===== src/hw/rtl/rscp_pkg.sv =====
// Shared types, constants and tables of the radial sine/cosine pattern core.
// Has no dependencies; every other file of the block uses it except the two channel interfaces.

package rscp_pkg;

	localparam int AddrW         = 5;
	localparam int DataW         = 32;
	localparam int CordicStages  = 16;
	localparam int AtanEntries   = 24;
	localparam int CordicGain    = 652032877;

	// register indexes (paddr[4:2])
	localparam logic [2:0] REG_IMAGE_WIDTH    = 3'd0;
	localparam logic [2:0] REG_IMAGE_HEIGHT   = 3'd1;
	localparam logic [2:0] REG_WAVE_AMPLITUDE = 3'd2;
	localparam logic [2:0] REG_WAVE_FREQUENCY = 3'd3;
	localparam logic [2:0] REG_CENTER_X       = 3'd4;
	localparam logic [2:0] REG_CENTER_Y       = 3'd5;
	localparam logic [2:0] REG_PHASE_OFFSET   = 3'd6;

	typedef struct packed {
		logic        [12:0] image_width;
		logic        [12:0] image_height;
		logic signed [15:0] wave_amplitude;
		logic        [15:0] wave_frequency;
		logic signed [16:0] center_x;
		logic signed [16:0] center_y;
		logic        [15:0] phase_offset;
	} cfg_t;

	typedef struct packed {
		logic signed [15:0] sine_value;
		logic signed [15:0] cosine_value;
	} wave_t;

	// arctangent of 2^-i in units of 2^-32 turn
	function automatic logic [31:0] atan_turn(input int idx);
		logic [31:0] v;
		begin
			unique case (idx)
				0: v = 32'd536870912;
				1: v = 32'd316933406;
				2: v = 32'd167458907;
				3: v = 32'd85004756;
				4: v = 32'd42667331;
				5: v = 32'd21354465;
				6: v = 32'd10679838;
				7: v = 32'd5340245;
				8: v = 32'd2670163;
				9: v = 32'd1335087;
				10: v = 32'd667544;
				11: v = 32'd333772;
				12: v = 32'd166886;
				13: v = 32'd83443;
				14: v = 32'd41722;
				15: v = 32'd20861;
				16: v = 32'd10430;
				17: v = 32'd5215;
				18: v = 32'd2608;
				19: v = 32'd1304;
				20: v = 32'd652;
				21: v = 32'd326;
				22: v = 32'd163;
				23: v = 32'd81;
				default: v = 32'd0;
			endcase
			return v;
		end
	endfunction

endpackage


===== src/hw/rtl/rscp_phase.sv =====
// Phase pipeline: frequency times distance, long division by the width, offset add.
// Depends on rscp_pkg.

module rscp_phase (
	input  logic           clk,
	input  logic           arst_n,
	input  logic           en,
	input  logic           in_valid,
	input  logic [21:0]    r8,
	input  rscp_pkg::cfg_t cfg,
	output logic           out_valid,
	output logic [31:0]    phase
);

	localparam int BitsPerStage = 4;
	localparam int NumW         = 56;
	localparam int DivStages    = NumW / BitsPerStage;

	typedef struct packed {
		logic [12:0] rem;
		logic [31:0] quo;
	} dv_t;

	logic        [12:0] divisor;
	logic               v_s1;
	logic        [37:0] prod_s1;
	logic               ph_v_q;
	logic        [31:0] ph_q;

	logic        dv_v_s   [DivStages+1];
	logic [55:0] dv_num_s [DivStages+1];
	dv_t         dv_st_s  [DivStages+1];

	// a zero width divides as one
	assign divisor = (cfg.image_width == 13'd0) ? 13'd1 : cfg.image_width;

	always_ff @(posedge clk or negedge arst_n) begin
		if (!arst_n) begin
			v_s1   <= 1'b0;
			ph_v_q <= 1'b0;
		end else if (en) begin
			v_s1   <= in_valid;
			ph_v_q <= dv_v_s[DivStages];
		end
	end

	always_ff @(posedge clk) begin
		if (en) begin
			prod_s1 <= {22'd0, cfg.wave_frequency} * {16'd0, r8};
			ph_q    <= dv_st_s[DivStages].quo + {cfg.phase_offset, 16'd0};
		end
	end

	assign dv_v_s[0]   = v_s1;
	assign dv_num_s[0] = {2'b00, prod_s1, 16'd0};
	assign dv_st_s[0]  = '0;

	for (genvar k = 0; k < DivStages; k++) begin : g_div
		dv_t nxt;

		always_comb begin
			logic [13:0] t;
			nxt = dv_st_s[k];
			for (int b = 0; b < BitsPerStage; b++) begin
				t = {nxt.rem, dv_num_s[k][NumW-1-b]};
				if (t >= {1'b0, divisor}) begin
					nxt.rem = 13'(t - {1'b0, divisor});
					nxt.quo = {nxt.quo[30:0], 1'b1};
				end else begin
					nxt.rem = t[12:0];
					nxt.quo = {nxt.quo[30:0], 1'b0};
				end
			end
		end

		always_ff @(posedge clk or negedge arst_n) begin
			if (!arst_n) begin
				dv_v_s[k+1] <= 1'b0;
			end else if (en) begin
				dv_v_s[k+1] <= dv_v_s[k];
			end
		end

		always_ff @(posedge clk) begin
			if (en) begin
				dv_num_s[k+1] <= {dv_num_s[k][NumW-BitsPerStage-1:0], {BitsPerStage{1'b0}}};
				dv_st_s[k+1]  <= nxt;
			end
		end
	end

	assign out_valid = ph_v_q;
	assign phase     = ph_q;

endmodule


===== config.mk =====
export PLATFORM = sky130hd
export DESIGN_NAME = rscp_phase
export DESIGN_NICKNAME = d
export VERILOG_FILES = /design/src/hw/rtl/rscp_pkg.sv /design/src/hw/rtl/rscp_phase.sv
export SDC_FILE = /design/constraint.sdc
export NUM_CORES = 2
export LEC_CHECK = 0
export ABC_AREA = 1
export BUFFER_PORTS_ARGS = -buffer_cell sky130_fd_sc_hd__buf_2
export CORE_MARGIN = 1
export CORE_UTILIZATION = 55
export CTS_CLUSTER_SIZE = 25
export DETAILED_ROUTE_END_ITERATION = 6
export GPL_TIMING_DRIVEN = 0
export PLACE_DENSITY = 0.78
export SLEW_MARGIN = 20
export SYNTH_ARGS = -nofsm -noshare
export SYNTH_HDL_FRONTEND = slang
export SYNTH_SLANG_ARGS = --single-unit

===== constraint.sdc =====
create_clock -name clk -period 9 [get_ports clk]
set_input_delay 0.9 -clock clk [delete_from_list [all_inputs] [get_ports clk]]
set_output_delay 0.9 -clock clk [all_outputs]
set_load 0.005 [all_outputs]

### After elaboration in Yosys (flattened, before gate mapping)

Index checks and enable logic that the tools add are counted.

| word-level totals | value |
|---|---|
| flip-flop bits (word level) | 870 |
| input port bits | 134 |
| output and inout port bits | 33 |
| word-level logic and storage cells | 228 |

| cells by class | value |
|---|---|
| add/sub/neg operators | 56 |
| $mul | 1 |
| order comparisons | 56 |
| multiplexer cells | 57 |
| reductions and logical operators | 1 |

Operators with widths:

| operator | number |
|---|---|
| 45-bit 2-to-1 mux | 55 |
| 14-bit by 13-bit >= comparator with 1-bit output | 55 |
| 13-bit subtractor | 54 |
| 16-bit by 22-bit multiplier with 38-bit output | 1 |
| 32-bit adder | 1 |
| 1-bit by 13-bit >= comparator with 1-bit output, first input constant | 1 |
| 13-bit logical NOT | 1 |
| 13-bit 2-to-1 mux | 1 |
| 1-bit by 13-bit subtractor with 13-bit output, first input constant | 1 |
| 1-bit 2-to-1 mux | 1 |

### Logic depth before layout (Yosys ltp)

| depth | value |
|---|---|
| depth in word-level cells | 10 |
| gate-level depth with buffers | 68 |
| depth with buffers taken out | 58 |

### Least setup slack after synthesis

No wires, ideal clock.

| timing path | value |
|---|---|
| kind | input to register |
| start point | input port cfg[102] in the netlist's numbering |
| end point | register dv_st_s[260] in the netlist's numbering (data pin) |
| data arrival time | 10474 ps |
| required time | 8748 ps |
| slack | -1727 ps |
| stages | 64 |
| buffers on the path | 9 |
| path through | inv_1 > nand2_1 > nor2_1 > nand2_4 > nand2_2 > buf_6 > buf_4 > buf_4 > buf_2 > ha_1 > inv_1 > fa_1 > nand3_1 > nand2_2 > inv_2 > o21bai_4 > nand2_2 > nand3_4 > [... 28 more ...] > buf_6 > buf_8 > nand2_2 > o21ai_2 > ha_1 > nand2_1 > nand2_1 > nor2_1 > inv_1 > nand2_1 > nand2_1 > a21boi_0 > o221ai_1 > a21oi_1 > nand3_2 > buf_4 > nand2_1 > nand2_1 |

RTL lines:

| what | RTL line | RTL |
|---|---|---|
| start: declaration | rscp_phase.sv:10 | `input rscp_pkg::cfg_t cfg,` |
| end signal: indexed assignment | rscp_phase.sv:87 | `dv_st_s[k+1] <= nxt;` |
| end: declaration | rscp_phase.sv:32 | `dv_t dv_st_s [DivStages+1];` |

==> results.rst <==
.. list-table::
   :header-rows: 1

   * - Metric
     - Value
   * - Result of the run
     - complete, no violations
   * - Count of filler cells inserted in the layout
     - 10033
   * - Commonest non-fill, non-tap cell in the layout
     - nand2_1
   * - Nets
     - 10867
   * - Kind of end point of the critical path
     - flip-flop
   * - Area of the die
     - 0.128 mm²
   * - Yosys cell types
     - 73
   * - Number of register bits inferred by synthesis
     - 579
   * - Deepest clock path buffer count
     - 3
   * - Starting density of the core
     - 0.556
   * - Root Buffer Master
     - clkbuf_16
   * - Clock sink count
     - 579
   * - Area share of the largest cell type after synthesis
     - 0.242
   * - Placement row count
     - 130
   * - Post-synth EDFFs
     - 563
   * - Final setup vio count
     - 0
   * - Cell type contributing the most total cell area after synthesis
     - edfxtp_1
   * - Critical register-to-register path startpoint
     - dv_st_s[124]
   * - Largest net degree at the start of global routing
     - 107
   * - Most frequent cells in the layout
     - nand2_1 (2470), inv_1 (1103), ha_1 (723)
   * - TritonCTS clock tree
     - yes
   * - CP max FO
     - 10
   * - Synth top area cells
     - edfxtp_1 (24%), ha_1 (15%), nand2_1 (14%), fa_1 (9.2%), inv_1 (6.1%)
   * - Number of levels in the clock H-tree
     - 3
   * - CTS Buf Count
     - 67
   * - Hold WC Path Type
     - input pin to async pin
   * - Total Wirelength
     - 196 mm
   * - Count of final max-slew check failures
     - 0
   * - Setup tns final
     - 0 ns
   * - Clock slew seen by the registers of the worst setup and hold paths
     - 0.06 ns
   * - Required time at the worst-slack endpoint
     - 9.54 ns
   * - Endpoint arrival time on the critical path
     - 9.37 ns
   * - Most repeated library cell on the critical path
     - nand2_1
   * - Placed Cells incl. Taps
     - 10824
   * - Count of endpoints failing hold in the final timing report
     - 0
   * - Global route overflow
     - 0
   * - Max-Slew Margin vs Limit
     - 0.481
   * - Number of global-route vias before repair
     - 60891
   * - Initial detailed-routing violation count
     - 5523
   * - Number of antenna violations at the first check in global routing
     - 0
   * - Ys Warns
     - 0
   * - Count of unresolved DRC violations after routing
     - 0
   * - Ports
     - 167
   * - Post-CTS Hold Buffers
     - 0
   * - Final weighted congestion in routability-driven placement
     - 0.955
   * - Per-cell routed wire length
     - 17.4 µm
   * - Vias post-DR
     - 64303
   * - Worst setup path class
     - input pin to flip-flop
   * - Estimated wirelength of the detail-placed design
     - 142 mm
   * - Number of non-filler instances in the completed layout
     - 11286
   * - Leading register cell type out of synthesis
     - edfxtp_1
   * - Sequential fraction of the synthesis area
     - 0.248
   * - TritonRoute pass-1 iters
     - 6
   * - Skew final
     - 0.0290 ns
   * - Logic depth of the worst register-to-register path
     - 52
   * - Y dimension of the die
     - 358 µm
   * - Placeable core region
     - 0.126 mm²
   * - Max frequency
     - 113 MHz
   * - Critical Path Max Stage Delay
     - 0.50 ns
   * - Number of cells produced by synthesis
     - 9064
   * - Min cycle time layout
     - 8.83 ns
   * - Synth async-reset ratio
     - 0.0276
   * - Clock latency on the worst-skew pair
     - 0.70 ns
   * - R2r endpoint
     - dv_st_s[80]
   * - Die Width
     - 358 µm
   * - GR Util All Layers
     - 0.291
   * - Number of port buffers
     - 80
   * - Average via count per standard cell
     - 5.70
   * - Maximum Capacitance Violations
     - 0
   * - Synthesized area divided by synthesized cell count
     - 7.71 µm²
   * - Post-synthesis to final-layout area growth
     - 17.0%
   * - Worst reg-to-reg setup slack
     - 1.23 ns
   * - Slowest-stage cell, CP
     - fa_1
   * - Number of routed nets with antenna violations
     - 0
   * - Wire length of the first global-routing pass
     - 303 mm
   * - Share of cells above drive strength 1
     - 0.153
   * - Worst Setup Start Kind
     - input pin
   * - Area of the mapped netlist
     - 0.0698 mm²
   * - Period Utilization, post-route
     - 0.981
   * - Slew at the pin closest to its max-slew limit
     - 0.779 ns
-- cell usage after synthesis (13+ instances only) --
cell       instances
a21boi_0          16
o21bai_1          46
a31oi_1           69
or2_2             33
fa_1             321
xnor2_1          233
o21a_1            20
nor3_1            67
buf_4             34
buf_6             19
o221ai_1          24
nor2_1           511
nand3_2           33
dfrtp_1           16
ha_1             828
o21ai_1          107
clkbuf_1          80
o21ai_2           37
nand2_1         2538
nand3_1          382
buf_2             43
a211oi_1          23
nor4_1            15
and2_1            13
a21o_1            70
a21oi_1          641
nor2_2            36
inv_1           1127
a21oi_2           20
nand4_1           86
xor2_1           359
o21ai_0          431
nand2_2           52
nand3_4           14
inv_2             30
o2111ai_1         30
edfxtp_1         563
-- through the flow --
step / util / setup slack, ns / hold WS [ns] / area, µm²
after CTS: 0.618 / -0.0413 / 0.101 / 77800
final: 0.650 / 0.167 / 0.119 / 81700
after global placement: 0.579 / -3.82 / 0.401 / 72800
after global routing: 0.650 / -0.217 / 0.155 / 81700
after floorplan: - / -0.337 / 0.400 / 70300
after detailed placement: 0.585 / -2.35 / 0.405 / 73500
-- final cells by class --
| type | count | area (µm²) | area share |
|---|---|---|---|
| antenna | 1 | 2.50 | 0.0000306 |
| buffer | 182 | 1390 | 0.0169 |
| clock buffer | 75 | 1710 | 0.0209 |
| clock inverter | 45 | 542 | 0.00663 |
| inverter | 1165 | 4480 | 0.0548 |
| multi-input combinational | 7143 | 50400 | 0.617 |
| sequential | 579 | 17300 | 0.212 |
| tap | 1650 | 2060 | 0.0253 |
| timing repair buffer | 445 | 3840 | 0.0470 |
| timing repair inverter | 1 | 7.51 | 0.0000919 |
-- worst max-delay path: cells and delay by family --
kind                       cells  cell delay (ns)
buffers and inverters         14             1.93
AOI/OAI and AO/OA             13             2.23
adders and majority gates      5             1.66
and+or+nand+nor               24             2.57
-- layer usage --
metal | share of wire | vias to the layer above | GRT usage
li1 | - | 31206 | -
met1 | 0.41 | 29970 | 0.375
met2 | 0.47 | 2529 | 0.490
met3 | 0.070 | 598 | 0.0343
met4 | 0.046 | 0 | 0.130
met5 | 0 | - | 0
-- registers in the layout, indices dropped and copies added, names as in the netlist --
register	cells
dv_st_s	313
dv_num_s	180
prod_s1	38
dv_v_s	14
out_valid	1
phase	32
v_s1	1
-- cell families (layout without fill, tap and decap cells) --
family	count (synthesis)	in the layout	share of synthesized area
adders and majority gates	1149	1149	0.240
DFF	579	579	0.248
buffers and inverters	1349	1913	0.0777
and+or+nand+nor	3823	3826	0.231
muxes	3	3	0.000484
other	1	6	0.0000537
AOI/OAI and AO/OA	1568	1568	0.128
xor gates and xnor gates	592	592	0.0742
-- how the worst max path moves through the flow --
stage                  start           end  slack (ns)  cells past startpoint
finish              cfg[101]  dv_st_s[580]        0.17                     56
global route        cfg[101]  dv_st_s[580]       -0.22                     56
detailed placement  cfg[100]  dv_st_s[313]       -2.35                     66
CTS                  cfg[96]  dv_st_s[268]       -0.04                     68
floorplan           cfg[101]  dv_st_s[489]       -0.34                     58
global placement    cfg[101]  dv_st_s[538]       -3.82                     59
-- what timing repair did --
item / in CTS / in global routing
gates resized for setup: 243 / 528
hold endpoints to repair: 0 / 0
cloned: 4 / 15
pin swaps: 118 / 239
setup endpoints to repair: 177 / 177
setup buffers: 125 / 199
Power is left out: the tool's default activity adds up to more than one toggle a clock period on the data nets, which glitch-free logic cannot reach.
