--- src/hw/rtl/rscp_pkg.sv ---
// Shared types, constants and tables of the radial sine/cosine pattern core.
// Has no dependencies; every other file of the block uses it except the two channel interfaces.

package rscp_pkg;

	localparam int AddrW         = 5;
	localparam int DataW         = 32;
	localparam int CordicStages  = 16;
	localparam int AtanEntries   = 24;
	localparam int CordicGain    = 652032877;

	// register indexes (paddr[4:2])
	localparam logic [2:0] REG_IMAGE_WIDTH    = 3'd0;
	localparam logic [2:0] REG_IMAGE_HEIGHT   = 3'd1;
	localparam logic [2:0] REG_WAVE_AMPLITUDE = 3'd2;
	localparam logic [2:0] REG_WAVE_FREQUENCY = 3'd3;
	localparam logic [2:0] REG_CENTER_X       = 3'd4;
	localparam logic [2:0] REG_CENTER_Y       = 3'd5;
	localparam logic [2:0] REG_PHASE_OFFSET   = 3'd6;

	typedef struct packed {
		logic        [12:0] image_width;
		logic        [12:0] image_height;
		logic signed [15:0] wave_amplitude;
		logic        [15:0] wave_frequency;
		logic signed [16:0] center_x;
		logic signed [16:0] center_y;
		logic        [15:0] phase_offset;
	} cfg_t;

	typedef struct packed {
		logic signed [15:0] sine_value;
		logic signed [15:0] cosine_value;
	} wave_t;

	// arctangent of 2^-i in units of 2^-32 turn
	function automatic logic [31:0] atan_turn(input int idx);
		logic [31:0] v;
		begin
			unique case (idx)
				0: v = 32'd536870912;
				1: v = 32'd316933406;
				2: v = 32'd167458907;
				3: v = 32'd85004756;
				4: v = 32'd42667331;
				5: v = 32'd21354465;
				6: v = 32'd10679838;
				7: v = 32'd5340245;
				8: v = 32'd2670163;
				9: v = 32'd1335087;
				10: v = 32'd667544;
				11: v = 32'd333772;
				12: v = 32'd166886;
				13: v = 32'd83443;
				14: v = 32'd41722;
				15: v = 32'd20861;
				16: v = 32'd10430;
				17: v = 32'd5215;
				18: v = 32'd2608;
				19: v = 32'd1304;
				20: v = 32'd652;
				21: v = 32'd326;
				22: v = 32'd163;
				23: v = 32'd81;
				default: v = 32'd0;
			endcase
			return v;
		end
	endfunction

endpackage

--- src/hw/rtl/rscp_dist.sv ---
// Distance pipeline: centred offsets, squares, and a two-bits-per-stage square root.
// Depends on rscp_pkg.

module rscp_dist (
	input  logic           clk,
	input  logic           arst_n,
	input  logic           en,
	input  logic           in_valid,
	input  logic [11:0]    pixel_row,
	input  logic [11:0]    pixel_col,
	input  rscp_pkg::cfg_t cfg,
	output logic           out_valid,
	output logic [21:0]    r8
);

	localparam int SqStages = 11;

	typedef struct packed {
		logic [23:0] rem;
		logic [21:0] root;
	} sq_t;

	function automatic sq_t sqrt_step(input sq_t cur, input logic [1:0] pair);
		logic [25:0] t;
		logic [25:0] trial;
		sq_t         nxt;
		begin
			t     = {cur.rem, pair};
			trial = {2'b00, cur.root, 2'b01};
			if (t >= trial) begin
				nxt.rem  = 24'(t - trial);
				nxt.root = {cur.root[20:0], 1'b1};
			end else begin
				nxt.rem  = t[23:0];
				nxt.root = {cur.root[20:0], 1'b0};
			end
			return nxt;
		end
	endfunction

	logic               v_s1, v_s2, v_s3, v_s4;
	logic signed [13:0] x_s1, y_s1;
	logic signed [18:0] dx_s2, dy_s2;
	logic        [33:0] dxsq_s3, dysq_s3;
	logic        [34:0] r2_s4;
	logic signed [37:0] dxsq, dysq;

	logic        sq_v_s   [SqStages+1];
	logic [43:0] sq_rad_s [SqStages+1];
	sq_t         sq_st_s  [SqStages+1];

	assign dxsq = dx_s2 * dx_s2;
	assign dysq = dy_s2 * dy_s2;

	always_ff @(posedge clk or negedge arst_n) begin
		if (!arst_n) begin
			v_s1 <= 1'b0;
			v_s2 <= 1'b0;
			v_s3 <= 1'b0;
			v_s4 <= 1'b0;
		end else if (en) begin
			v_s1 <= in_valid;
			v_s2 <= v_s1;
			v_s3 <= v_s2;
			v_s4 <= v_s3;
		end
	end

	always_ff @(posedge clk) begin
		if (en) begin
			x_s1    <= $signed({2'b00, pixel_col}) - $signed({2'b00, cfg.image_width[12:1]});
			y_s1    <= $signed({2'b00, cfg.image_height[12:1]}) - $signed({2'b00, pixel_row});
			dx_s2   <= {{1{x_s1[13]}}, x_s1, 4'b0000}
				- {{2{cfg.center_x[16]}}, cfg.center_x};
			dy_s2   <= {{1{y_s1[13]}}, y_s1, 4'b0000}
				- {{2{cfg.center_y[16]}}, cfg.center_y};
			dxsq_s3 <= dxsq[33:0];
			dysq_s3 <= dysq[33:0];
			r2_s4   <= {1'b0, dxsq_s3} + {1'b0, dysq_s3};
		end
	end

	// radicand is r2 * 256, padded to an even width
	assign sq_v_s[0]   = v_s4;
	assign sq_rad_s[0] = {1'b0, r2_s4, 8'd0};
	assign sq_st_s[0]  = '0;

	for (genvar k = 0; k < SqStages; k++) begin : g_sqrt
		sq_t mid;
		sq_t nxt;
		assign mid = sqrt_step(sq_st_s[k], sq_rad_s[k][43:42]);
		assign nxt = sqrt_step(mid, sq_rad_s[k][41:40]);

		always_ff @(posedge clk or negedge arst_n) begin
			if (!arst_n) begin
				sq_v_s[k+1] <= 1'b0;
			end else if (en) begin
				sq_v_s[k+1] <= sq_v_s[k];
			end
		end

		always_ff @(posedge clk) begin
			if (en) begin
				sq_rad_s[k+1] <= {sq_rad_s[k][39:0], 4'd0};
				sq_st_s[k+1]  <= nxt;
			end
		end
	end

	assign out_valid = sq_v_s[SqStages];
	assign r8        = sq_st_s[SqStages].root;

endmodule

--- config.mk ---
export PLATFORM = sky130hd
export DESIGN_NAME = rscp_dist
export DESIGN_NICKNAME = d
export VERILOG_FILES = /design/src/hw/rtl/rscp_pkg.sv /design/src/hw/rtl/rscp_dist.sv
export SDC_FILE = /design/constraint.sdc
export NUM_CORES = 2
export LEC_CHECK = 0
export ABC_AREA = 1
export ABC_CLOCK_PERIOD_IN_PS = 8400
export BUFFER_PORTS_ARGS = -buffer_cell sky130_fd_sc_hd__buf_2
export CAP_MARGIN = 15
export CORE_ASPECT_RATIO = 0.7
export CORE_MARGIN = 10
export CORE_UTILIZATION = 67
export CTS_BUF_LIST = sky130_fd_sc_hd__clkbuf_4
export DETAILED_ROUTE_END_ITERATION = 12
export PLACE_DENSITY = 0.9
export SYNTH_ARGS = -nofsm -noshare
export SYNTH_HDL_FRONTEND = slang
export SYNTH_SLANG_ARGS = --single-unit
export TNS_END_PERCENT = 100
--- constraint.sdc ---
create_clock -name clk -period 8.4 [get_ports clk]
set_clock_uncertainty 0.15 [all_clocks]
set_input_delay 1.26 -clock clk [delete_from_list [all_inputs] [get_ports clk]]
set_output_delay 1.26 -clock clk [all_outputs]
set_load 0.005 [all_outputs]
# ---- Word-level counts from Yosys, hierarchy flattened
# Cells that the tools add are included.
dict set report op_classes {
  add_sub_neg 26
  multipliers 2
  order_cmp 22
  n_mux 22
}
# op count
set op_table {}
lappend op_table {{2-to-1 mux 46 bit} 21}
lappend op_table {{>= comparator 26 x 24 -> 1 bit} 21}
lappend op_table {{subtractor 24 bit} 20}
lappend op_table {{multiplier 19 x 19 -> 34 bit} 2}
lappend op_table {{subtractor 17 x 17 -> 18 bit} 2}
lappend op_table {{adder 34 x 34 -> 35 bit} 1}
lappend op_table {{subtractor 12 x 12 -> 13 bit} 2}
lappend op_table {{subtractor 1 x 1 -> 2 bit, second input constant} 1}
lappend op_table {{>= comparator 1 bit, second input constant} 1}
lappend op_table {{2-to-1 mux 1 bit} 1}
dict set report totals {
  register_bits 808
  in_bits 136
  out_inout_bits 23
  word_cells 124
}

# ---- Logic depth before layout (Yosys ltp)
dict set report logic_depth {
  ltp_word 4
  ltp_mapped 31
}

# ---- Least setup slack after synthesis
# OpenSTA, ideal clock, no wires.
dict set report synth_timing {
  path_kind {register -> register}
  startpoint {register dx_s2[0]}
  endpoint {register dxsq_s3[31], data pin}
  setup_ns 0.261
  t_arrival_ns 6.195
  t_required_ns 7.989
  path_slack_ns 1.794
  path_stages_with_launch 24
  synth_period_minus_slack_ns 6.606
  cell_sequence {edfxtp_1 -> clkbuf_1 -> buf_1 -> nand2_1 -> inv_1 -> ha_1 -> inv_1 -> fa_1 -> inv_1 -> fa_1 -> fa_1 -> fa_1 -> fa_1 -> fa_1 -> ha_1 -> nand2_1 -> o21ai_0 -> a21oi_1 -> o21ai_0 -> a21oi_1 -> o21ai_0 -> nand2_1 -> nand2_1 -> xor2_1}
}
dict set report synth_between {
  elab_chain_len 1
}
# element line
set synth_rtl {}
lappend synth_rtl {{from (decl)} rscp_dist.sv:43} ;# logic signed [18:0] dx_s2, dy_s2;
lappend synth_rtl {{from (signal assigned)} rscp_dist.sv:73} ;# dx_s2 <= {{1{x_s1[13]}}, x_s1, 4'b0000}
lappend synth_rtl {{multiplier 19 x 19 -> 34 bit} rscp_dist.sv:52} ;# assign dxsq = dx_s2 * dx_s2;
lappend synth_rtl {{net dxsq[31]} rscp_dist.sv:46} ;# logic signed [37:0] dxsq, dysq;
lappend synth_rtl {{to (signal assigned)} rscp_dist.sv:77} ;# dxsq_s3 <= dxsq[33:0];
lappend synth_rtl {{to (decl)} rscp_dist.sv:44} ;# logic [33:0] dxsq_s3, dysq_s3;
# The timed path passes the listed nets, and every way through them passes these cells.
# A chain may end at the register's enable or synchronous reset.

# ---- Final worst setup path
dict set report layout_timing {
  startpoint {register dx_s2[12]}
  endpoint {register dxsq_s3[33], data pin}
}
# The elaborated chain is that of the path after synthesis.

==> results_dict.tcl <==
set metrics [dict create \
    synth_top_area_share_pct 28.3 \
    holdWs_ns 0.181 \
    synth_top_cell_by_area "edfxtp_1" \
    start_util_pct 68.0 \
    setup-tns-final_ns 0 \
    via_per_inst 5.76 \
    clkTransAtPathRegs_ns 0.06 \
    die_area_um2 118000 \
    cts.sinks 674 \
    yosys-mux-area-fraction_pct 0.0305 \
    timing.fmax_mhz 131 \
    num_vias 58412 \
    io_pins 159 \
    async_reset_ff_share_pct 2.23 \
    cts_buffers 168 \
    core_area_um2 103000 \
    synth-adder-area-share_pct 27.3 \
    area_growth_pct 5.55 \
    worstSetupStartpoint "dx_s2[12]$_DFFE_PP_" \
    min_path_type "primary input to flop" \
    grt.overflow.total 0 \
    drv_slew 0 \
    finalWorstPathRequiredPeriod_ns 7.65 \
    critPathRequiredTime_ns 9.08 \
    syn_area_per_cell_um2 8.20 \
    hold_viol 0 \
    firstDrtPassIters 7 \
    design_area_um2 73700 \
    yosysSeqAreaShare_pct 28.9 \
    synth_xor_area_share_pct 5.04 \
    antenna_found_initial 2 \
    synth_edf_count 659 \
    arrival_ns 8.33 \
    drive_gt1_share_pct 6.36 \
    ys_ff_latch 674 \
    synthTopCellsByArea "edfxtp_1, fa_1, nand2_1" \
    synth-compound-area-share_pct 7.99 \
    synthFlopType "edfxtp_1" \
    cts_tree "yes" \
    postPlaceCellArea_um2 71500 \
    grt_pass1_vias 58518 \
    grt_usage_pct 30.8 \
    grt_start_max_net_pins 182 \
    tightestPinTransition_ns 1.08 \
    drc 0 \
    die_h_um 290 \
    synth.distinct_cells 69 \
    drv_cap 0 \
    final.period_utilization_pct 91.1 \
    yosys.area_share.simple_pct 20.6 \
    synth_top_family_by_area "adder cells" \
    io_buffers 108 \
    r2r-start "dx_s2[12]$_DFFE_PP_" \
    grt_pass1_wl_um 295000 \
    critPathKind "flop to flop" \
    synth_cells 8515 \
    cts_root_buffer "clkbuf_4" \
    clkLatencyLatePin_ns 1.16 \
    status "finished clean" \
    totalWireLength_um 183000 \
    routedWlPerCell_um 18.0 \
    final_util_pct 71.8 \
    gp_congestion 0.980 \
    r2r-end "dxsq_s3[33]$_DFFE_PP_" \
    dp.final_hpwl_um 146000 \
    cp-endpoint "dxsq_s3[33]$_DFFE_PP_" \
    rsz0062_at_grt "false" \
    rrSetupSlack_ns 0.75 \
    drt-initial-drc-count 5684 \
    cts-resized-gates 0 \
    end_kind "flop" \
    nets 9958 \
    htreeDepth 4 \
    crit_fanout 19 \
    relSlewSlack_pct 28.2 \
    synth_fp_nets 9814 \
    clockBufferDepth 3 \
    setup_viol 0 \
    synth_area_um2 69900 \
    die_width_um 406 \
    antenna_left 0 \
    rows 98 \
    rr_worst_depth 23 \
    start_kind "flop" \
    ys_warn_count 0 \
]
-- registers in the layout, summed over array words and instances, names as in the netlist --
name / cells
sq_st_s: 330
sq_rad_s: 144
r2_s4: 35
dxsq_s3: 33
dysq_s3: 33
r8: 22
dx_s2: 18
dy_s2: 18
x_s1: 13
y_s1: 13
sq_v_s: 10
out_valid: 1
v_s1: 1
v_s2: 1
v_s3: 1
v_s4: 1
-- how the worst min path moves through the flow --
stage	slack, ns	start	cells after the start	endpoint
global route	0.11	cfg[16]	1	dy_s2[0]$_DFFE_PP_
detailed placement	0.25	sq_rad_s[252]$_DFFE_PP_	0	sq_rad_s[212]$_DFFE_PP_
global placement	0.25	sq_rad_s[381]$_DFFE_PP_	0	sq_rad_s[341]$_DFFE_PP_
floorplan	0.25	sq_rad_s[212]$_DFFE_PP_	0	sq_rad_s[172]$_DFFE_PP_
CTS	0.09	cfg[16]	1	dy_s2[0]$_DFFE_PP_
finish	0.18	cfg[16]	1	dy_s2[0]$_DFFE_PP_
-- logic make-up after synthesis --
logic type	count (synthesis)
compound gates	1001
buf+inv	1832
flops	674
fa+ha+maj	1163
simple gates	3441
mux	2
xor+xnor	402
-- synthesized netlist by cell type (4+ instances only) --
cell and number:
dfrtp_1 15, o2111ai_1 9, o21ai_0 305, or2_1 4
o21a_1 14, a31o_2 8, a21boi_0 11, nor2_1 642
xor2_1 249, nand2_2 22, buf_4 32, nand3_2 9
inv_1 1651, nor3_1 71, a211oi_1 10, nor4_1 15
nand3b_1 28, nand3_1 369, clkbuf_1 86, or2_2 15
a21o_1 22, a31oi_1 27, buf_1 14, o21ai_1 23
nand4_1 116, and3_1 5, a21oi_1 469, xnor2_1 153
a21oi_2 23, o211ai_1 15, o21ai_2 6, ha_1 565
edfxtp_1 659, nor2_2 28, fa_1 598, buf_6 13
o21bai_1 40, o31ai_1 4, buf_2 13, inv_2 20
nand2_4 6, nand3_4 5, nor2_4 7, nand2_1 2082
-- cell type report --
class	instances	area, um2
Tap cell	1350	1690
Inverter	1674	6290
Sequential cell	674	20200
Multi-Input combinational cell	6009	42600
Timing Repair Buffer	132	766
Clock buffer	232	1740
Fill cell	7548	29000
Clock inverter	66	487
Antenna cell	7	17.5
-- layer usage --
layer / GRT usage [%] / share of wire (%)
met3: 5.97 / 9.1
met5: 0 / 0
met2: 51.6 / 48
met1: 38.8 / 39
met4: 12.8 / 4.5
-- critical path: stages (launching register included) --
cell and delay, ns:
edfxtp_1 1.05, nand2_1 0.18, fa_1 0.59, inv_1 0.07
fa_1 0.53, inv_1 0.06, fa_1 0.50, inv_1 0.06
fa_1 0.54, fa_1 0.46, fa_1 0.53, ha_1 0.33
ha_1 0.36, nand2_1 0.10, nor2_1 0.18, nand3_1 0.10
nand3_1 0.19, a21oi_1 0.14, o21ai_0 0.36, a21oi_1 0.18
o21ai_0 0.43, nand2_1 0.12, nand2_1 0.10, xor2_1 0.07
-- layout by cell type (no fill, tap or decap), types with 249 or more instances in the layout --
cell,netlist,routed
nand3_1,369,369
xor2_1,249,249
o21ai_0,305,305
a21oi_1,469,469
inv_1,1651,1651
nor2_1,642,642
edfxtp_1,659,659
nand2_1,2082,2082
ha_1,565,565
fa_1,598,598
-- repair_timing --
item / 4_1_cts / 5_1_grt
endpoints found under the hold margin: 15 / 0
setup buffers: 0 / 0
endpoints found under the setup margin: 0 / 0
hold buffers: 1 / 0
-- stage by stage --
| step | setup WS, ns | cells |
|---|---|---|
| after floorplan | 1.79 | 8515 |
| after global placement | 1.13 | 9837 |
| after detailed placement | 0.910 | 9837 |
| after CTS | 0.873 | 10136 |
| after global routing | 0.420 | 10143 |
| final | 0.749 | 10144 |
Power is not shown: default switching activity piles up to over one toggle a cycle in this logic, so the estimate is an artifact.
