$ cat src/hw/rtl/rscp_pkg.sv
// Shared types, constants and tables of the radial sine/cosine pattern core.
// Has no dependencies; every other file of the block uses it except the two channel interfaces.

package rscp_pkg;

	localparam int AddrW         = 5;
	localparam int DataW         = 32;
	localparam int CordicStages  = 16;
	localparam int AtanEntries   = 24;
	localparam int CordicGain    = 652032877;

	// register indexes (paddr[4:2])
	localparam logic [2:0] REG_IMAGE_WIDTH    = 3'd0;
	localparam logic [2:0] REG_IMAGE_HEIGHT   = 3'd1;
	localparam logic [2:0] REG_WAVE_AMPLITUDE = 3'd2;
	localparam logic [2:0] REG_WAVE_FREQUENCY = 3'd3;
	localparam logic [2:0] REG_CENTER_X       = 3'd4;
	localparam logic [2:0] REG_CENTER_Y       = 3'd5;
	localparam logic [2:0] REG_PHASE_OFFSET   = 3'd6;

	typedef struct packed {
		logic        [12:0] image_width;
		logic        [12:0] image_height;
		logic signed [15:0] wave_amplitude;
		logic        [15:0] wave_frequency;
		logic signed [16:0] center_x;
		logic signed [16:0] center_y;
		logic        [15:0] phase_offset;
	} cfg_t;

	typedef struct packed {
		logic signed [15:0] sine_value;
		logic signed [15:0] cosine_value;
	} wave_t;

	// arctangent of 2^-i in units of 2^-32 turn
	function automatic logic [31:0] atan_turn(input int idx);
		logic [31:0] v;
		begin
			unique case (idx)
				0: v = 32'd536870912;
				1: v = 32'd316933406;
				2: v = 32'd167458907;
				3: v = 32'd85004756;
				4: v = 32'd42667331;
				5: v = 32'd21354465;
				6: v = 32'd10679838;
				7: v = 32'd5340245;
				8: v = 32'd2670163;
				9: v = 32'd1335087;
				10: v = 32'd667544;
				11: v = 32'd333772;
				12: v = 32'd166886;
				13: v = 32'd83443;
				14: v = 32'd41722;
				15: v = 32'd20861;
				16: v = 32'd10430;
				17: v = 32'd5215;
				18: v = 32'd2608;
				19: v = 32'd1304;
				20: v = 32'd652;
				21: v = 32'd326;
				22: v = 32'd163;
				23: v = 32'd81;
				default: v = 32'd0;
			endcase
			return v;
		end
	endfunction

endpackage

$ cat src/hw/rtl/rscp_regs.sv
// APB-style configuration register file of the pattern core.
// Depends on rscp_pkg.

module rscp_regs (
	input  logic                         clk,
	input  logic                         arst_n,
	input  logic                         psel,
	input  logic                         penable,
	input  logic                         pwrite,
	input  logic [rscp_pkg::AddrW-1:0]   paddr,
	input  logic [rscp_pkg::DataW-1:0]   pwdata,
	output logic [rscp_pkg::DataW-1:0]   prdata,
	output logic                         pready,
	output rscp_pkg::cfg_t               cfg
);

	rscp_pkg::cfg_t cfg_q;
	logic [2:0]     idx;
	logic           wr_en;

	assign idx    = paddr[4:2];
	assign wr_en  = psel & penable & pwrite;
	assign pready = 1'b1;
	assign cfg    = cfg_q;

	always_ff @(posedge clk or negedge arst_n) begin
		if (!arst_n) begin
			cfg_q.image_width    <= 13'd128;
			cfg_q.image_height   <= 13'd128;
			cfg_q.wave_amplitude <= 16'sd256;
			cfg_q.wave_frequency <= 16'd1280;
			cfg_q.center_x       <= 17'sd0;
			cfg_q.center_y       <= 17'sd0;
			cfg_q.phase_offset   <= 16'd0;
		end else if (wr_en) begin
			unique case (idx)
				rscp_pkg::REG_IMAGE_WIDTH:    cfg_q.image_width    <= pwdata[12:0];
				rscp_pkg::REG_IMAGE_HEIGHT:   cfg_q.image_height   <= pwdata[12:0];
				rscp_pkg::REG_WAVE_AMPLITUDE: cfg_q.wave_amplitude <= pwdata[15:0];
				rscp_pkg::REG_WAVE_FREQUENCY: cfg_q.wave_frequency <= pwdata[15:0];
				rscp_pkg::REG_CENTER_X:       cfg_q.center_x       <= pwdata[16:0];
				rscp_pkg::REG_CENTER_Y:       cfg_q.center_y       <= pwdata[16:0];
				rscp_pkg::REG_PHASE_OFFSET:   cfg_q.phase_offset   <= pwdata[15:0];
				default: ;
			endcase
		end
	end

	always_comb begin
		unique case (idx)
			rscp_pkg::REG_IMAGE_WIDTH:    prdata = {19'd0, cfg_q.image_width};
			rscp_pkg::REG_IMAGE_HEIGHT:   prdata = {19'd0, cfg_q.image_height};
			rscp_pkg::REG_WAVE_AMPLITUDE: prdata = {{16{cfg_q.wave_amplitude[15]}},
				cfg_q.wave_amplitude};
			rscp_pkg::REG_WAVE_FREQUENCY: prdata = {16'd0, cfg_q.wave_frequency};
			rscp_pkg::REG_CENTER_X:       prdata = {{15{cfg_q.center_x[16]}}, cfg_q.center_x};
			rscp_pkg::REG_CENTER_Y:       prdata = {{15{cfg_q.center_y[16]}}, cfg_q.center_y};
			rscp_pkg::REG_PHASE_OFFSET:   prdata = {16'd0, cfg_q.phase_offset};
			default:                      prdata = '0;
		endcase
	end

endmodule

$ cat config.mk
export PLATFORM = sky130hd
export DESIGN_NAME = rscp_regs
export DESIGN_NICKNAME = d
export VERILOG_FILES = /design/src/hw/rtl/rscp_pkg.sv /design/src/hw/rtl/rscp_regs.sv
export SDC_FILE = /design/constraint.sdc
export NUM_CORES = 1
export LEC_CHECK = 0
export ABC_CLOCK_PERIOD_IN_PS = 3600
export BUFFER_PORTS_ARGS = -buffer_cell sky130_fd_sc_hd__buf_2
export CAP_MARGIN = 10
export CORE_ASPECT_RATIO = 1.4
export CORE_MARGIN = 5
export CORE_UTILIZATION = 52
export CTS_BUF_LIST = sky130_fd_sc_hd__clkbuf_8
export DETAILED_ROUTE_END_ITERATION = 16
export GPL_TIMING_DRIVEN = 0
export PLACE_DENSITY = 0.8
export SYNTH_ARGS = -nofsm -noshare
export SYNTH_HDL_FRONTEND = slang
export SYNTH_SLANG_ARGS = --single-unit
$ cat constraint.sdc
create_clock -name clk -period 3.6 [get_ports clk]
set_clock_uncertainty 0.15 [all_clocks]
set_input_delay 0.72 -clock clk [delete_from_list [all_inputs] [get_ports clk]]
set_output_delay 0.72 -clock clk [all_outputs]
set_load 0.02 [all_outputs]
Yosys cells after proc, flatten, opt, wreduce, memory -nomap -nowiden. Index checks and enable logic that the tools add are counted.

Flip-flop bits (word level): 108. Logic and storage cells: 24. Output and inout port bits: 141.

Mux-type cells: 1. Eq/ne operators: 6. Reduce and logical (&&, ||, !) cells: 8. Bitwise gates (word level): 2.

Operators by type and width (number): one-hot mux 32 bit (7 select lines) (1); AND reduction 2 bit (7); equality test 3 bit (second input constant) (3); equality test 3 x 2 -> 1 bit (second input constant) (2); equality test 3 x 1 -> 1 bit (second input constant) (1); logical NOT 3 bit (1); bitwise AND 1 bit (2).

Depth between registers and ports, before layout. Gate-level depths: netlist (run 1).

Depth after elaboration: 3. Mapped depth: 6. Gate-level depth less buffers: 3.

Least setup slack after synthesis (run 1). OpenSTA, ideal clock, no wires.

Kind: in2out. From: in paddr[2] in the netlist's numbering. To: out prdata[17] in the netlist's numbering. Stages: 6. Data required time: 2.730 ns. Path slack: 0.134 ns. Arrival: 2.596 ns. Cells stage by stage: buf_2 -> buf_2 -> buf_2 -> mux2i_1 -> o22ai_1 -> buf_4.

Cells in the longest elaborated chain, start to end: 2.

RTL lines: start, declared (line rscp_regs.sv:10) `input logic [rscp_pkg::AddrW-1:0] paddr,`; equality test 3 bit (tied with other cells) (line rscp_regs.sv:50) `unique case (idx)`; one-hot mux 32 bit (7 select lines) * (line rscp_regs.sv:50); end, declared (line rscp_regs.sv:12) `output logic [rscp_pkg::DataW-1:0] prdata,`.

Every way passes the cells marked *; elsewhere a longest branch is shown, timed or not.

Worst setup path after layout (run 1). Same ends and word-level chain as after synthesis.

==> run summary, run 1 <==
Final #Nets = 588
pin count of the biggest net entering global routing = 57
Residual DRC = 0
vias = 3935
most frequent cells in the layout = buf_2 (171), dfrtp_1 (103), mux2_2 (63)
Leakage = 3.30 nW
Tot GR Track Use = 24.9%
# port buffers = 163
Initial DRC Count = 179
Final ANT Viol Nets = 0
num rows = 43
Yosys Warn Count = 0
drt pass-1 iters = 5
Mapped Cells = 371
Area Overhead vs Synth = 23.2%
peak supply drop = 325 µV
fraction of layout cells with a size suffix above 1 = 55.2%
Worst Setup End Kind = output port
CTS tree = yes
Root Driver = clkbuf_8
minimum clock period = 3350 ps
Tcrit/Tclk final = 92.9%
final hold vios = 0
Synth Area per Inst = 14.1 µm²
pre-CTS WS = -229 ps
CTS Hold Buffers Added = 0
crit path max-delay cell type = mux2i_1
Total Wirelength = 15.0 mm
Sink Count = 108
first-pass GRT wire length = 22.9 mm
Slew HR = 44.6%
outcome = finished clean
H-tree depth = 3
Yosys cell types = 39
core area = 9900 µm²
Netlist Area Pre-Place = 5230 µm²
CP Buf/Inv Count = 5
vias in the first global route = 4138
Worst-path clk slew = 110 ps
clk buf depth = 2
hold slack final = 226 ps
pwr dens = 551 nW/µm²
final setup violation count = 0
#FFs+latches synth = 108
Clk Latency, worst-skew pair = 370 ps
ANT cells = 0
initial core utilization = 52.9%
most common cell after layout, fill and taps aside = buf_2
initial antenna violation count = 0
post-synthesis net count = 413
global route overflow = 0
Worst Path Required = 2730 ps
register area share after synthesis = 51.8%
Worst path max stage delay = 370 ps
Crit Path Class = in -> out
fin worst setup slack = 255 ps
Top delay family on crit path = buffers and inverters
clock buffer count from CTS = 9
Slew Limit Fails = 0
drt wl/cell = 21.9 µm
startpoint class of the critical path = input pin
Die H = 129 µm
DP Wirelength = 11.0 mm
die width = 94.8 µm
worst path cell trace = buf_2, buf_2, buf_2, mux2i_1, o22ai_4, buf_4, buf_2
most used cell, CP = buf_2
number of max-cap violations = 0
vias per cell = 5.74
max FFs per register = 108
gpl congestion = 0.860
CP arrival = 2480 ps
die area = 12200 µm²
FMAX = 299 MHz
RSZ-0062 raised after global routing = false
I/O pin cnt = 183
Slew @ Worst Pin = 831 ps
CP max FO = 16
worst hold path type = in -> async
## cell usage after synthesis
library cell	n	area, µm²
clkbuf_1	2	7.51
buf_1	1	3.75
nor2_1	1	3.75
nand2b_1	2	12.5
o21a_1	5	37.5
clkinv_1	1	3.75
nand4b_4	1	23.8
a22oi_1	7	52.6
buf_6	5	56.3
and3b_1	1	8.76
nand4_2	1	12.5
and2_1	5	31.3
mux2_2	63	709
o211ai_1	12	90.1
mux2_1	36	405
mux2i_1	24	240
a221o_1	1	10.0
dfstp_2	5	131
nor3_2	1	10.0
buf_2	9	45.0
mux2_4	10	150
a32oi_1	13	114
a22o_1	1	8.76
o22ai_1	1	6.26
buf_4	22	165
a211o_1	7	61.3
nor2_4	4	45.0
a21oi_1	1	5.00
nor2_8	1	20.0
nor3_4	1	16.3
nand2b_2	1	8.76
conb_1	1	3.75
nor2b_1	2	12.5
nand2_1	4	15.0
dfrtp_1	103	2580
nor3b_2	1	12.5
nand3b_1	5	37.5
o221ai_1	3	26.3
a21boi_0	7	52.6
## stage by stage
| stage | cell area (µm²) | setup TNS (ps) | std cells | power (mW) | util, % |
|---|---|---|---|---|---|
| 3_5_place_dp | 6250 | -3260 | 670 | 2.86 | 63.1 |
| 4_1_cts | 6440 | 0 | 686 | 3.56 | 65.0 |
| 2_1_floorplan | 5230 | 0 | 371 | 2.37 | - |
| 6_report | 6450 | 0 | 686 | 3.55 | 65.1 |
| 3_3_place_gp | 6220 | -1360 | 669 | 2.80 | 62.8 |
| 5_1_grt | 6450 | 0 | 686 | 3.71 | 65.1 |
## path summary, 6_finish.rpt
kind                       slack, ps  cells past startpoint      from    endpoint
setup / recovery                 250                      7  paddr[2]  prdata[17]
hold / removal                   230                      1    arst_n     cfg[59]
setup reg to reg                2620                      1   cfg[12]     cfg[12]
hold reg to reg                  360                      1   cfg[75]     cfg[75]
max in group asynchronous       2360                      2    arst_n     cfg[97]
min in group clk                 360                      1   cfg[75]     cfg[75]
## cells by family after synthesis
family	after synthesis	synth area share, %
muxes	133	28.8
DFF	108	51.8
AOI/OAI and AO/OA	58	8.87
buffers and inverters	40	5.38
and+or+nand+nor	31	5.16
other	1	0.0717
## metal layers
| metal | wire, µm | GRT usage, % | up-vias |
|---|---|---|---|
| li1 | - | - | 1721 |
| met4 | 396 | 11.0 | 0 |
| met1 | 5620 | 30.4 | 2026 |
| met3 | 975 | 3.16 | 28 |
| met2 | 8040 | 43.7 | 160 |
| met5 | 0 | 0 | - |
## area by class of cell
cell class                      count  area (µm²)
Clock buffer                        9         124
Multi-Input combinational cell    223        2260
Buffer                             39         278
Sequential cell                   108        2710
Clock inverter                      7        60.1
Tap cell                          135         169
Inverter                            1        3.75
Fill cell                         829        3450
Timing Repair Buffer              164         846
## report_power, final
part / switching [mW] / total (mW) / internal [mW]
Clock: 0.407 / 0.721 / 0.314
Combinational: 0.704 / 1.18 / 0.473
Sequential: 0.193 / 1.65 / 1.46
## what timing repair did
item | in CTS | in global routing
setup buffers | 0 | 0
setup endpoints to repair | 16 | 3
gates resized for setup | 1 | 1
Power figures use the tool's default switching activity.
==> inputs of run 2 (changes only) <==
- CORE_MARGIN: 5 -> unset
==> run 2 against run 1 <==
  * Non-clock buffer count unchanged
  * First-iteration DRC count up 31%
  * Highest routed layer unchanged
  * Die area down 14%
  * Via count down 0.91%
  * Global-route usage up 2.9 points
  * Wire length down 6.7%
  * Critical endpoint is now prdata[25]
  * Clock power up 5.7%
  * Largest power group unchanged
  * Register-to-register slack about the same
  * Sequential share of layout area down 0.073 points
  * Total power up 0.61%
==> run summary, run 2 (synthesis results as in run 1) <==
outcome = finished clean
pin count of the biggest net entering global routing = 56 (-1.8%)
CP Buf/Inv Count = 5 (unchanged)
Final #Nets = 588 (unchanged)
R2R setup slack = 2620 ps (about the same)
die area = 10500 µm² (-14%)
max FFs per register = 108 (unchanged)
Clk Latency, worst-skew pair = 370 ps (about the same)
crit path max-delay cell type = o22ai_2
pwr dens = 553 nW/µm² (+0.43%)
Leakage = 3.30 nW (+0.17%)
most frequent cells in the layout = buf_2 (171), dfrtp_1 (103), mux2_2 (63)
Sink Count = 108 (unchanged)
clock share of power = 21.3% (+1.0 points)
H-tree depth = 3 (unchanged)
Tcrit/Tclk final = 94.9% (+2.0 points)
fin util = 65.6% (+0.47 points)
R2R depth = 1 (unchanged)
minimum clock period = 3420 ps (+72.4 ps)
drt wl/cell = 20.4 µm (-6.7%)
Crit Path Class = in -> out
Initial DRC Count = 235 (+31%)
core area = 9850 µm² (-0.54%)
vias per cell = 5.68 (-0.91%)
CP max FO = 16 (unchanged)
FMAX = 293 MHz (-2.1%)
Worst Path Required = 2730 ps (about the same)
RSZ-0062 raised after global routing = false
fraction of layout cells with a size suffix above 1 = 55.4% (+0.18 points)
number of max-cap violations = 0 (unchanged)
Reg power frac = 46.0% (-0.5 points)
# port buffers = 163 (unchanged)
peak supply drop = 387 µV (+19%)
drt pass-1 iters = 4 (-1)
I/O pin cnt = 183 (unchanged)
reg2reg end = cfg[11]
ANT cells = 0 (unchanged)
Worst path max stage delay = 480 ps (+110 ps)
total power = 3.57 mW (+0.61%)
Comb pwr share = 32.7% (-0.5 points)
first-pass GRT wire length = 21.5 mm (-6.1%)
DP Wirelength = 10.0 mm (-8.9%)
Worst-path clk slew = 100 ps (about the same)
Slew @ Worst Pin = 899 ps (+68.0 ps)
vias = 3899 (-0.91%)
vias in the first global route = 4023 (-2.8%)
initial core utilization = 53.2% (+0.29 points)
initial antenna violation count = 1 (+1)
CTS Hold Buffers Added = 0 (unchanged)
Area Overhead vs Synth = 23.4%
most common cell after layout, fill and taps aside = buf_2
worst hold path type = in -> async
Total Wirelength = 14.0 mm (-6.7%)
Psw = 1.28 mW (-1.5%)
number of instances resized during post-cts repair = 1 (unchanged)
clk buf depth = 2 (unchanged)
CTS tree = yes
sw frac = 36.0% (-0.76 points)
most used cell, CP = buf_2
Final ANT Viol Nets = 0 (unchanged)
Tot GR Track Use = 27.8% (+2.9 points)
Die H = 121 µm (-6.2%)
Setup Buffers After CTS = 0 (unchanged)
Slew HR = 40.1% (-4.5 points)
Top delay family on crit path = buffers and inverters
gpl congestion = 0.820 (-4.7%)
worst path cell trace = buf_2, buf_2, buf_2, mux2i_1, o22ai_2, buf_4, buf_2
final setup violation count = 0 (unchanged)
die width = 86.8 µm (-8.4%)
final hold vios = 0 (unchanged)
Slew Limit Fails = 0 (unchanged)
Root Driver = clkbuf_8
startpoint class of the critical path = input pin
internal power = 2.29 mW (+1.8%)
global route overflow = 0 (unchanged)
num rows = 43 (unchanged)
Worst Setup End Kind = output port
worst reg2reg startpoint = cfg[11]
Residual DRC = 0 (unchanged)
CP arrival = 2550 ps (+70 ps)
clock buffer count from CTS = 9 (unchanged)
run 2: cell types whose count changed in the layout (fill, tap and decap cells not counted), sizes merged:
cell	before	now
clkbuf	11	13
clkinv	4	3
inv	2	1
run 2: how the worst max path moves through the flow:
stage	slack (ps)	to	from	depth (start not counted)
4_1_cts	160	prdata[25]	paddr[2]	7
3_3_place_gp	-70	prdata[22]	paddr[2]	7
5_1_grt	40	prdata[28]	paddr[2]	7
3_5_place_dp	-190	prdata[25]	paddr[2]	7
2_1_floorplan	130	prdata[17]	paddr[2]	6
6_report	180	prdata[25]	paddr[2]	7
run 2: per-stage QoR:
stage               area [µm²]  hold WS (ps)  instances  TNS, ps  worst slack (ps)
floorplan                 5230           274        371        0               134
global placement          6220           336        669    -1040             -70.1
detailed placement        6250           349        670    -2580              -190
CTS                       6460           249        686        0               164
global route              6460           288        686        0              43.1
finish                    6460           227        686        0               182
run 2: layout make-up:
type	count	area (µm²)
Clock buffer	11	151
Fill cell	755	3390
Inverter	1	3.75
Sequential cell	108	2710
Buffer	39	278
Timing Repair Buffer	164	846
Multi-Input combinational cell	223	2250
Clock inverter	5	51.3
Tap cell	135	169
run 2: power groups by stage:
stage / clock (mW) / combinational, mW / sequential, mW
2_1_floorplan: 0 / 0.438 / 1.93
3_3_place_gp: 0 / 1.14 / 1.64
3_5_place_dp: 0 / 1.17 / 1.66
4_1_cts: 0.770 / 1.17 / 1.64
5_1_grt: 0.813 / 1.24 / 1.68
6_report: 0.762 / 1.17 / 1.64
run 2: routing by layer:
layer | track usage, % | wire length [µm] | vias up | part of all wire, %
li1 | - | - | 1721 | -
met1 | 33.8 | 5680 | 2012 | 41
met2 | 46.6 | 7300 | 138 | 52
met3 | 5.80 | 682 | 28 | 4.9
met4 | 13.5 | 362 | 0 | 2.6
met5 | 0 | 0 | - | 0
==> inputs of run 3 (changes only) <==
- SETUP_SLACK_MARGIN: unset -> 0.5
==> run 3 against run 2 <==
  * Via count is 1.8% lower
  * Sequential power about the same
  * Total power decreased by 2.1%
  * Fmax is 13% higher
  * Sequential share of layout area is 0.28 points lower
==> run summary, run 3 (synthesis results as in run 1) <==
Seq. cell area = 2710 µm² (unchanged)
pin count of the biggest net entering global routing = 60 (+7.1%)
Die H = 121 µm (unchanged)
most frequent cells in the layout = buf_2 (167), dfrtp_1 (103), mux2_2 (63)
Crit Path Class = in -> out
CP max FO = 16 (unchanged)
FMAX = 329 MHz (+13%)
gpl congestion = 0.774 (-5.6%)
RSZ-0062 raised after global routing = false
Final #Nets = 589 (+0.17%)
Worst Setup End Kind = output port
total power = 3.50 mW (-2.1%)
fraction of layout cells with a size suffix above 1 = 55.8% (+0.44 points)
Clk Latency, worst-skew pair = 380 ps (about the same)
Tcrit/Tclk final = 84.4% (-11 points)
final hold vios = 0 (unchanged)
H-tree depth = 3 (unchanged)
Tot GR Track Use = 27.7% (-0.13 points)
Slew HR = 47.8% (+7.7 points)
initial antenna violation count = 0 (-1)
die width = 86.8 µm (unchanged)
area taken by multi-input logic gates = 2270 µm² (+1.1%)
DP Wirelength = 10.1 mm (+0.97%)
minimum clock period = 3040 ps (-380 ps)
Sink Count = 108 (unchanged)
num rows = 43 (unchanged)
CTS tree = yes
startpoint class of the critical path = input pin
initial core utilization = 53.2% (unchanged)
Worst-path clk slew = 90 ps (about the same)
final setup violation count = 0 (unchanged)
# port buffers = 163 (unchanged)
outcome = finished clean
CP arrival = 2170 ps (-380 ps)
die area = 10500 µm² (unchanged)
vias per cell = 5.57 (-1.9%)
drt wl/cell = 20.7 µm (+1.2%)
clock buffer count from CTS = 9 (unchanged)
number of max-cap violations = 0 (unchanged)
I/O pin cnt = 183 (unchanged)
Final ANT Viol Nets = 0 (unchanged)
Root Driver = clkbuf_8
most common cell after layout, fill and taps aside = buf_2
CTS Hold Buffers Added = 0 (unchanged)
Slew Limit Fails = 0 (unchanged)
Worst Path Required = 2730 ps (about the same)
Fill cells = 806 (+6.8%)
Leakage = 3.31 nW (+0.39%)
Post-Route Setup TNS = 0 ps (unchanged)
vias = 3830 (-1.8%)
Initial DRC Count = 203 (-14%)
pwr dens = 538 nW/µm² (-2.7%)
first-pass GRT wire length = 21.1 mm (-1.7%)
Total Wirelength = 14.2 mm (+1.3%)
Area Overhead vs Synth = 24.2%
core area = 9850 µm² (unchanged)
max FFs per register = 108 (unchanged)
drt pass-1 iters = 6 (+2)
global route overflow = 0 (unchanged)
clk buf depth = 2 (unchanged)
Slew @ Worst Pin = 783 ps (-116 ps)
peak supply drop = 269 µV (-31%)
worst hold path type = in -> async
Residual DRC = 0 (unchanged)
fin util = 66.0% (+0.44 points)
vias in the first global route = 3886 (-3.4%)
ANT cells = 0 (unchanged)
-- run 3: area by class of cell --
type	instances	share of cell area, %
Buffer	39	4.66
Clock buffer	11	2.33
Clock inverter	5	0.327
Inverter	1	0.115
Multi-Input combinational cell	223	35.0
Sequential cell	108	41.7
Tap cell	135	2.60
Timing Repair Buffer	165	13.3
-- run 3: final timing paths --
path                           from    endpoint  slack [ps]  cells after the start
setup / recovery           paddr[2]  prdata[18]         560                      8
hold / removal               arst_n     cfg[43]         270                      1
setup reg to reg             cfg[6]      cfg[6]        2620                      1
max in group asynchronous    arst_n    cfg[102]        2260                      2
min in group clk           cfg[100]    cfg[100]         360                      1
hold reg to reg            cfg[100]    cfg[100]         360                      1
-- run 3: worst max-delay path: stages --
cell     delay (ps)
buf_2           220
buf_6           210
buf_6           180
mux2i_2         280
o22ai_4         120
buf_12          160
buf_4           130
buf_2           150
-- run 3: repair_timing --
| action | CTS | global route |
|---|---|---|
| setup buffers | 0 | 1 |
| endpoints found under the setup margin | 25 | 29 |
| pin swaps | 1 | 1 |
| resized for setup | 7 | 8 |
-- run 3: report_power, final --
| part | internal, mW | total (mW) | leakage (nW) | switching (mW) |
|---|---|---|---|---|
| combinational | 0.482 | 1.18 | 1.84 | 0.699 |
| clock | 0.280 | 0.670 | 0.103 | 0.390 |
| sequential | 1.46 | 1.65 | 1.37 | 0.188 |
-- run 3: stage by stage --
stage | worst slack, ps | cell area [µm²] | hold WS (ps) | cells
floorplan | 543 | 5240 | 274 | 371
global placement | 224 | 6220 | 338 | 669
detailed placement | 146 | 6250 | 343 | 670
CTS | 510 | 6450 | 285 | 686
global route | 488 | 6500 | 333 | 687
finish | 562 | 6500 | 267 | 687
-- run 3: metal layers --
metal  GRT usage, %  routed length, µm
met4           15.2                429
met1           32.4               5510
met3           5.05                687
met5              0                  0
met2           47.4               7580
